**config.mk**
```make
export PLATFORM = sky130hd
export DESIGN_NAME = crt_ctrl
export DESIGN_NICKNAME = d
export VERILOG_FILES = /design/src/crt_pkg.sv /design/src/crt_ctrl.sv
export SDC_FILE = /design/constraint.sdc
export NUM_CORES = 1
export LEC_CHECK = 0
export BUFFER_PORTS_ARGS = -buffer_cell sky130_fd_sc_hd__buf_2
export CAP_MARGIN = 20
export CORE_AREA = 2 2 45 47
export CTS_CLUSTER_DIAMETER = 60
export DETAILED_ROUTE_END_ITERATION = 8
export DIE_AREA = 0 0 47 49
export GPL_TIMING_DRIVEN = 1
export PLACE_DENSITY = 0.64
export SETUP_SLACK_MARGIN = 0.05
export SLEW_MARGIN = 40
export SYNTH_ARGS = -nofsm -noshare
export SYNTH_HDL_FRONTEND = slang
export SYNTH_SLANG_ARGS = --single-unit
```
**constraint.sdc**
```tcl
create_clock -name clk -period 4.8 [get_ports clk]
set_clock_uncertainty 0.2 [all_clocks]
set_input_delay 0.96 -clock clk [delete_from_list [all_inputs] [get_ports clk]]
set_output_delay 0.96 -clock clk [all_outputs]
set_load 0.03 [all_outputs]
```
**src/crt_pkg.sv**
```systemverilog
// ----------------------------------------------------------------------------
// crt_pkg
// Shared codes and controller/datapath interface types of the replacement
// tracker.
// ----------------------------------------------------------------------------
package crt_pkg;

    localparam int VICTIM_W  = 28;
    localparam int OUTCOME_W = 2;
    localparam int CFG_W     = 4;
    localparam int CFG_IDX_W = 2;

    // Configuration register indexes.
    localparam logic [CFG_IDX_W-1:0] CFG_LINE_COUNT = 2'd0;
    localparam logic [CFG_IDX_W-1:0] CFG_MAPPING    = 2'd1;
    localparam logic [CFG_IDX_W-1:0] CFG_POLICY     = 2'd2;

    // Mapping modes. The reserved code behaves as direct mapped.
    localparam logic [1:0] MAP_DIRECT   = 2'd0;
    localparam logic [1:0] MAP_FOUR     = 2'd1;
    localparam logic [1:0] MAP_FULL     = 2'd2;
    localparam logic [1:0] MAP_RESERVED = 2'd3;

    // Replacement policies. The reserved code behaves as FIFO.
    localparam logic [1:0] POL_FIFO     = 2'd0;
    localparam logic [1:0] POL_LRU      = 2'd1;
    localparam logic [1:0] POL_SC       = 2'd2;
    localparam logic [1:0] POL_RESERVED = 2'd3;

    // Outcome codes.
    localparam logic [OUTCOME_W-1:0] OUT_HIT   = 2'd0;
    localparam logic [OUTCOME_W-1:0] OUT_FILL  = 2'd1;
    localparam logic [OUTCOME_W-1:0] OUT_EVICT = 2'd2;

    // Way selects for line store addressing.
    localparam logic [1:0] WAY_IDX  = 2'd0;
    localparam logic [1:0] WAY_PTR  = 2'd1;
    localparam logic [1:0] WAY_PREV = 2'd2;

    // Line store write data selects.
    localparam logic [2:0] WD_ZERO     = 3'd0;
    localparam logic [2:0] WD_HOLD_REF = 3'd1;
    localparam logic [2:0] WD_Q_NOREF  = 3'd2;
    localparam logic [2:0] WD_FILL     = 3'd3;
    localparam logic [2:0] WD_Q        = 3'd4;
    localparam logic [2:0] WD_HOLD     = 3'd5;

    typedef struct packed {
        logic       clear;
        logic       load;
        logic       widx_inc;
        logic       widx_dec;
        logic       widx_load_p;
        logic       hold_ld;
        logic       p_load;
        logic       p_inc;
        logic       fill_commit;
        logic       ptr_wr;
        logic       wr_en;
        logic [2:0] wr_sel;
        logic [1:0] wr_way;
        logic [1:0] rd_way;
    } cmd_t;

    typedef struct packed {
        logic match;
        logic last_way;
        logic widx_zero;
        logic widx_one;
        logic clr_last;
        logic sc_ref;
        logic lru;
        logic sc;
    } status_t;

endpackage

```
**src/crt_ctrl.sv**
```systemverilog
// ----------------------------------------------------------------------------
// crt_ctrl
// Sequencer for lookup, policy update, victim selection and clearing pass.
// ----------------------------------------------------------------------------
module crt_ctrl (
    input  logic             clk,
    input  logic             rst_n,
    input  logic             start,
    input  crt_pkg::status_t status,
    output crt_pkg::cmd_t    cmd,
    output logic             busy,
    output logic             done
);

    localparam logic [3:0] S_CLEAR    = 4'd0;
    localparam logic [3:0] S_IDLE     = 4'd1;
    localparam logic [3:0] S_LK_RD    = 4'd2;
    localparam logic [3:0] S_LK_CMP   = 4'd3;
    localparam logic [3:0] S_HIT      = 4'd4;
    localparam logic [3:0] S_MTF_RD   = 4'd5;
    localparam logic [3:0] S_MTF_WR   = 4'd6;
    localparam logic [3:0] S_MTF_LAST = 4'd7;
    localparam logic [3:0] S_PTR_RD   = 4'd8;
    localparam logic [3:0] S_PTR_Q    = 4'd9;
    localparam logic [3:0] S_SC_RD    = 4'd10;
    localparam logic [3:0] S_SC_CMP   = 4'd11;
    localparam logic [3:0] S_VIC_RD   = 4'd12;
    localparam logic [3:0] S_VIC_WR   = 4'd13;
    localparam logic [3:0] S_PTR_WR   = 4'd14;
    localparam logic [3:0] S_DONE     = 4'd15;

    logic [3:0] state_reg;
    logic [3:0] state_next;
    logic       miss_reg;
    logic       miss_next;

    always_ff @(posedge clk or negedge rst_n)
    begin
        if (!rst_n)
        begin
            state_reg <= S_CLEAR;
            miss_reg  <= 1'b0;
        end
        else
        begin
            state_reg <= state_next;
            miss_reg  <= miss_next;
        end
    end

    always_comb
    begin
        state_next = state_reg;
        miss_next  = miss_reg;
        cmd        = '0;
        cmd.wr_sel = crt_pkg::WD_ZERO;
        cmd.wr_way = crt_pkg::WAY_IDX;
        cmd.rd_way = crt_pkg::WAY_IDX;
        case (state_reg)
            S_CLEAR:
            begin
                cmd.clear  = 1'b1;
                cmd.wr_en  = 1'b1;
                cmd.ptr_wr = 1'b1;
                if (status.clr_last)
                begin
                    state_next = S_IDLE;
                end
            end
            S_IDLE:
            begin
                if (start)
                begin
                    cmd.load   = 1'b1;
                    miss_next  = 1'b0;
                    state_next = S_LK_RD;
                end
            end
            S_LK_RD:
            begin
                state_next = S_LK_CMP;
            end
            S_LK_CMP:
            begin
                if (status.match)
                begin
                    cmd.hold_ld = 1'b1;
                    state_next  = S_HIT;
                end
                else if (status.last_way)
                begin
                    miss_next  = 1'b1;
                    state_next = S_PTR_RD;
                end
                else
                begin
                    cmd.widx_inc = 1'b1;
                    state_next   = S_LK_RD;
                end
            end
            S_HIT:
            begin
                if (status.sc)
                begin
                    cmd.wr_en  = 1'b1;
                    cmd.wr_sel = crt_pkg::WD_HOLD_REF;
                    state_next = S_DONE;
                end
                else if (status.lru && !status.widx_zero)
                begin
                    state_next = S_MTF_RD;
                end
                else
                begin
                    state_next = S_DONE;
                end
            end
            S_MTF_RD:
            begin
                cmd.rd_way = crt_pkg::WAY_PREV;
                state_next = S_MTF_WR;
            end
            S_MTF_WR:
            begin
                cmd.wr_en    = 1'b1;
                cmd.wr_sel   = crt_pkg::WD_Q;
                cmd.widx_dec = 1'b1;
                state_next   = status.widx_one ? S_MTF_LAST : S_MTF_RD;
            end
            S_MTF_LAST:
            begin
                cmd.wr_en  = 1'b1;
                cmd.wr_sel = crt_pkg::WD_HOLD;
                state_next = miss_reg ? S_PTR_WR : S_DONE;
            end
            S_PTR_RD:
            begin
                state_next = S_PTR_Q;
            end
            S_PTR_Q:
            begin
                cmd.p_load = 1'b1;
                state_next = status.sc ? S_SC_RD : S_VIC_RD;
            end
            S_SC_RD:
            begin
                cmd.rd_way = crt_pkg::WAY_PTR;
                state_next = S_SC_CMP;
            end
            S_SC_CMP:
            begin
                if (status.sc_ref)
                begin
                    cmd.wr_en  = 1'b1;
                    cmd.wr_sel = crt_pkg::WD_Q_NOREF;
                    cmd.wr_way = crt_pkg::WAY_PTR;
                    cmd.p_inc  = 1'b1;
                    state_next = S_SC_RD;
                end
                else
                begin
                    state_next = S_VIC_RD;
                end
            end
            S_VIC_RD:
            begin
                cmd.rd_way      = crt_pkg::WAY_PTR;
                cmd.widx_load_p = 1'b1;
                state_next      = S_VIC_WR;
            end
            S_VIC_WR:
            begin
                cmd.wr_en       = 1'b1;
                cmd.wr_sel      = crt_pkg::WD_FILL;
                cmd.fill_commit = 1'b1;
                state_next = (status.lru && !status.widx_zero) ? S_MTF_RD : S_PTR_WR;
            end
            S_PTR_WR:
            begin
                cmd.ptr_wr = 1'b1;
                state_next = S_DONE;
            end
            S_DONE:
            begin
                state_next = S_IDLE;
            end
            default:
            begin
                state_next = S_IDLE;
            end
        endcase
    end

    assign busy = (state_reg != S_IDLE);
    assign done = (state_reg == S_DONE);

endmodule

```
# Word-level counts from Yosys, hierarchy flattened
# Cells that the tools add are included.
[classes]
shifts = 0
n_addsub = 0
bitwise_logic = 0
div = 0
n_mul = 0
reduce_logical = 9
mux = 37
n_lt_le_gt_ge = 0
eq_ne = 20
[op_table]
columns = ["op", "count"]
rows = [
  ["case mux 4 bit (16 select lines)", 1],
  ["equality test 4 bit (second input constant)", 8],
  ["2-to-1 mux 4 bit", 8],
  ["2-to-1 mux 1 bit", 19],
  ["equality test 4 x 3 -> 1 bit (second input constant)", 4],
  ["case mux 3 bit (5 select lines)", 1],
  ["equality test 4 x 2 -> 1 bit (second input constant)", 2],
  ["inequality test 2 bit (second input constant)", 4],
  ["2-to-1 mux 3 bit", 2],
  ["2-to-1 mux 6 bit", 1],
  ["equality test 4 x 1 -> 1 bit (second input constant)", 1],
  ["zero test 4 bit", 1],
  ["2-to-1 mux 2 bit", 2],
  ["inequality test 4 x 1 -> 1 bit (second input constant)", 1],
  ["case mux 2 bit (2 select lines)", 1],
  ["AND reduction 4 bit", 1],
  ["OR reduction 2 bit", 2],
  ["OR reduction 4 bit", 1],
  ["case mux 1 bit (3 select lines)", 1],
  ["case mux 1 bit (2 select lines)", 1],
  ["AND reduction 2 bit", 1],
  ["nonzero test 2 bit", 1],
  ["logical AND 1 bit", 1],
  ["zero test 1 bit", 1],
]
[totals]
n_memories = 0
ramBits = 0
latchBits = 0
register_bits = 5
output_inout_bits = 20
romBits = 0
input_bits = 11
word_cells = 68

# Logic depth before layout (Yosys ltp)
[depth]
word_depth = 5
ltp_mapped = 5
depth_no_buf = 4

# Worst setup path before layout
# Ideal clock, no wire load.
[synth_timing]
path_type = "input to output"
startpoint = "in status[2] in the netlist's numbering"
endpoint = "out cmd[10] in the netlist's numbering"
required_time_ns = 3.640
path_buffers = 1
cell_stages = 2
setup_slack_ns = 1.271
t_arrival_ns = 2.369
cell_sequence = "nor4b_1 > buf_4"
[synth_lines]
columns = ["item", "line_no", "source"]
rows = [
  ["from (decl)", "crt_ctrl.sv:9", "input crt_pkg::status_t status,"],
  ["to (decl)", "crt_ctrl.sv:10", "output crt_pkg::cmd_t cmd,"],
]

==> reports/results.ini <==
[status]
outcome = completed

[clocking]
cts_resized = 0
clock_path_buffers = 2
post-cts-setup-buffer-count = 0
cts_sinks = 5
htreeDepth = 1
worstSkewPairLatency_ns = 0.24
cts.clk_slew.worst_paths_ns = 0.05
holdBufCountCts = 0
root_buffer = clkbuf_4
cts_buffers = 3
cts_tree = done

[power_and_ir_drop]
seq_power_share = 0.246
ir_drop_uv = 283
p_comb_frac = 0.674
powerDensity_nw_per_um2 = 771
p_clk_frac = 0.080
p_leak_nw = 0.383
p_int_w = 0.000237
switching_share = 0.601
power.switching_w = 0.000358

[logic_synthesis]
synth_enable_flop_cells = 0
syn_avg_cell_area_um2 = 7.10
async_flop_share = 1.00
synthCells = 89
ys.warnings.count = 0
ys_ff_latch = 5
syn_area_um2 = 632
synth_nets = 100
synth-main-ff-cell = dfrtp_1
ys_seq_area_frac = 0.198
yosysUniqueCellTypes = 37

[sta]
worst_pin_slew_ns = 0.709
slew_headroom = 0.527
finalSetupViolations = 0
fin_tns_setup_ns = 0
rsz0062_at_grt = false
max_freq_ghz = 0.321
timing.final.crit_share = 0.649
hold_slack_ns = 0.329
min_period_ns = 3.11
slew_viol_final = 0
hold_viol = 0

[grt]
grtUsageTotal = 0.154
grt_pass1_vias = 621
gr-total-overflow = 0
grt_start_max_net_pins = 22
antenna_found_initial = 0
grt_pass1_wl_mm = 2.71

[setup_path]
cp_cell_sequence = nand2_1, nor4b_1, buf_2
critPathSlowestCell = dfrtp_1
worstSetupPathType = register to primary output
crit_buf_inv = 1
startpoint_type = register
timing.critical_path.arrival_ns = 1.95
worstSetupEndpointType = primary output
slowest_delay_ns = 0.79
crit_fanout = 21
cp.required_ns = 3.64
crit_family = flip-flops

[cells_and_area]
finalInstanceArea_um2 = 772
n_antenna_cell = 0
layout_common_cells = 29 x buf_2, 10 x nand2_1, 9 x nor2_1, 7 x a21oi_1, 5 x dfrtp_1
nNetsFinal = 125
fin_cells = 140
fill_cells = 210
area_growth_pct = 22.2
drive_gt1_frac = 0.372
largest_reg_flops = 4
final_common_cell = buf_2

[worst_hold_path]
hold_class = input port to asynchronous set/reset pin

[floorplan]
start_util = 0.343
die_h_um = 49
fp-row-count = 16
die-area_um2 = 2300
core_area_um2 = 1840
ioPinCount = 31
fp.dieW_um = 47

[placement]
dp_hpwl_mm = 1.27
portBuffers = 29
dp.cells = 136
dpl_cell_area_um2 = 744
place_congestion = 0.765

[routing]
drc_errors = 0
via_per_inst = 5.08
wirelength_mm = 1.68
first_pass_iters = 6
vias = 711
routedWlPerCell_um = 12.0
ant_nets = 0
drtIter0Drc = 18

[flow_run]
max_cap_viol_count = 0

cell usage after synthesis, drive strengths merged, types with 2 or more instances:
| library cell | n | area, µm² |
|---|---|---|
| buf | 9 | 66.3 |
| nor2b | 4 | 25.0 |
| nor3 | 4 | 25.0 |
| dfrtp | 5 | 125 |
| nand2b | 3 | 26.3 |
| o22ai | 2 | 12.5 |
| nand2 | 11 | 43.8 |
| o21ai | 5 | 25.0 |
| a31oi | 2 | 12.5 |
| and3 | 3 | 18.8 |
| o211ai | 2 | 20.0 |
| nor2 | 11 | 46.3 |
| inv | 4 | 15.0 |
| a32oi | 4 | 35.0 |
| and2 | 2 | 15.0 |
| a21oi | 7 | 35.0 |
final timing paths:
check / startpoint / slack (ns) / depth (start not counted) / to
min: rst_n / 0.33 / 1 / state_reg[3]
max in group asynchronous: rst_n / 3.94 / 1 / miss_reg
max reg2reg: state_reg[0] / 2.95 / 4 / state_reg[1]
max: state_reg[0] / 1.69 / 3 / cmd[10]
min in group clk: miss_reg / 0.35 / 2 / miss_reg
min reg2reg: miss_reg / 0.35 / 2 / miss_reg
logic make-up after synthesis:
group / share of synthesized area
compound gates: 0.295
other cells: 0.00593
buf+inv: 0.129
simple gates: 0.372
flops: 0.198
layer usage:
layer,track usage,share of wire
met5,0,0
met4,0.0417,0
met3,0.0111,0.068
met2,0.228,0.47
met1,0.236,0.46
area by class of cell:
| cell class | instances | area (µm²) | share of cell area |
|---|---|---|---|
| Multi-Input combinational cell | 71 | 425 | 0.551 |
| Timing Repair Buffer | 29 | 145 | 0.188 |
| Sequential cell | 5 | 125 | 0.162 |
| Tap cell | 27 | 33.8 | 0.0438 |
| Clock buffer | 3 | 22.5 | 0.0292 |
| Inverter | 4 | 15.0 | 0.0194 |
| Clock inverter | 1 | 5.00 | 0.00648 |
through the flow:
stage | power (W) | util | worst slack [ns]
final | 0.000595 | 0.419 | 1.69
after detailed placement | 0.000545 | 0.404 | 1.92
after CTS | 0.000596 | 0.419 | 1.70
after global routing | 0.000643 | 0.419 | 1.55
after floorplan | 0.000479 | - | 1.27
after global placement | 0.000547 | 0.404 | 1.94
power groups by stage:
stage / clock network, W / registers, W / logic, W
floorplan: 0 / 0.0000738 / 0.000405
global placement: 0 / 0.000147 / 0.000400
CTS: 0.0000495 / 0.000144 / 0.000402
finish: 0.0000476 / 0.000147 / 0.000401
global route: 0.0000549 / 0.000155 / 0.000434
detailed placement: 0 / 0.000145 / 0.000400
No activity file was read; power rests on OpenSTA's default activity.
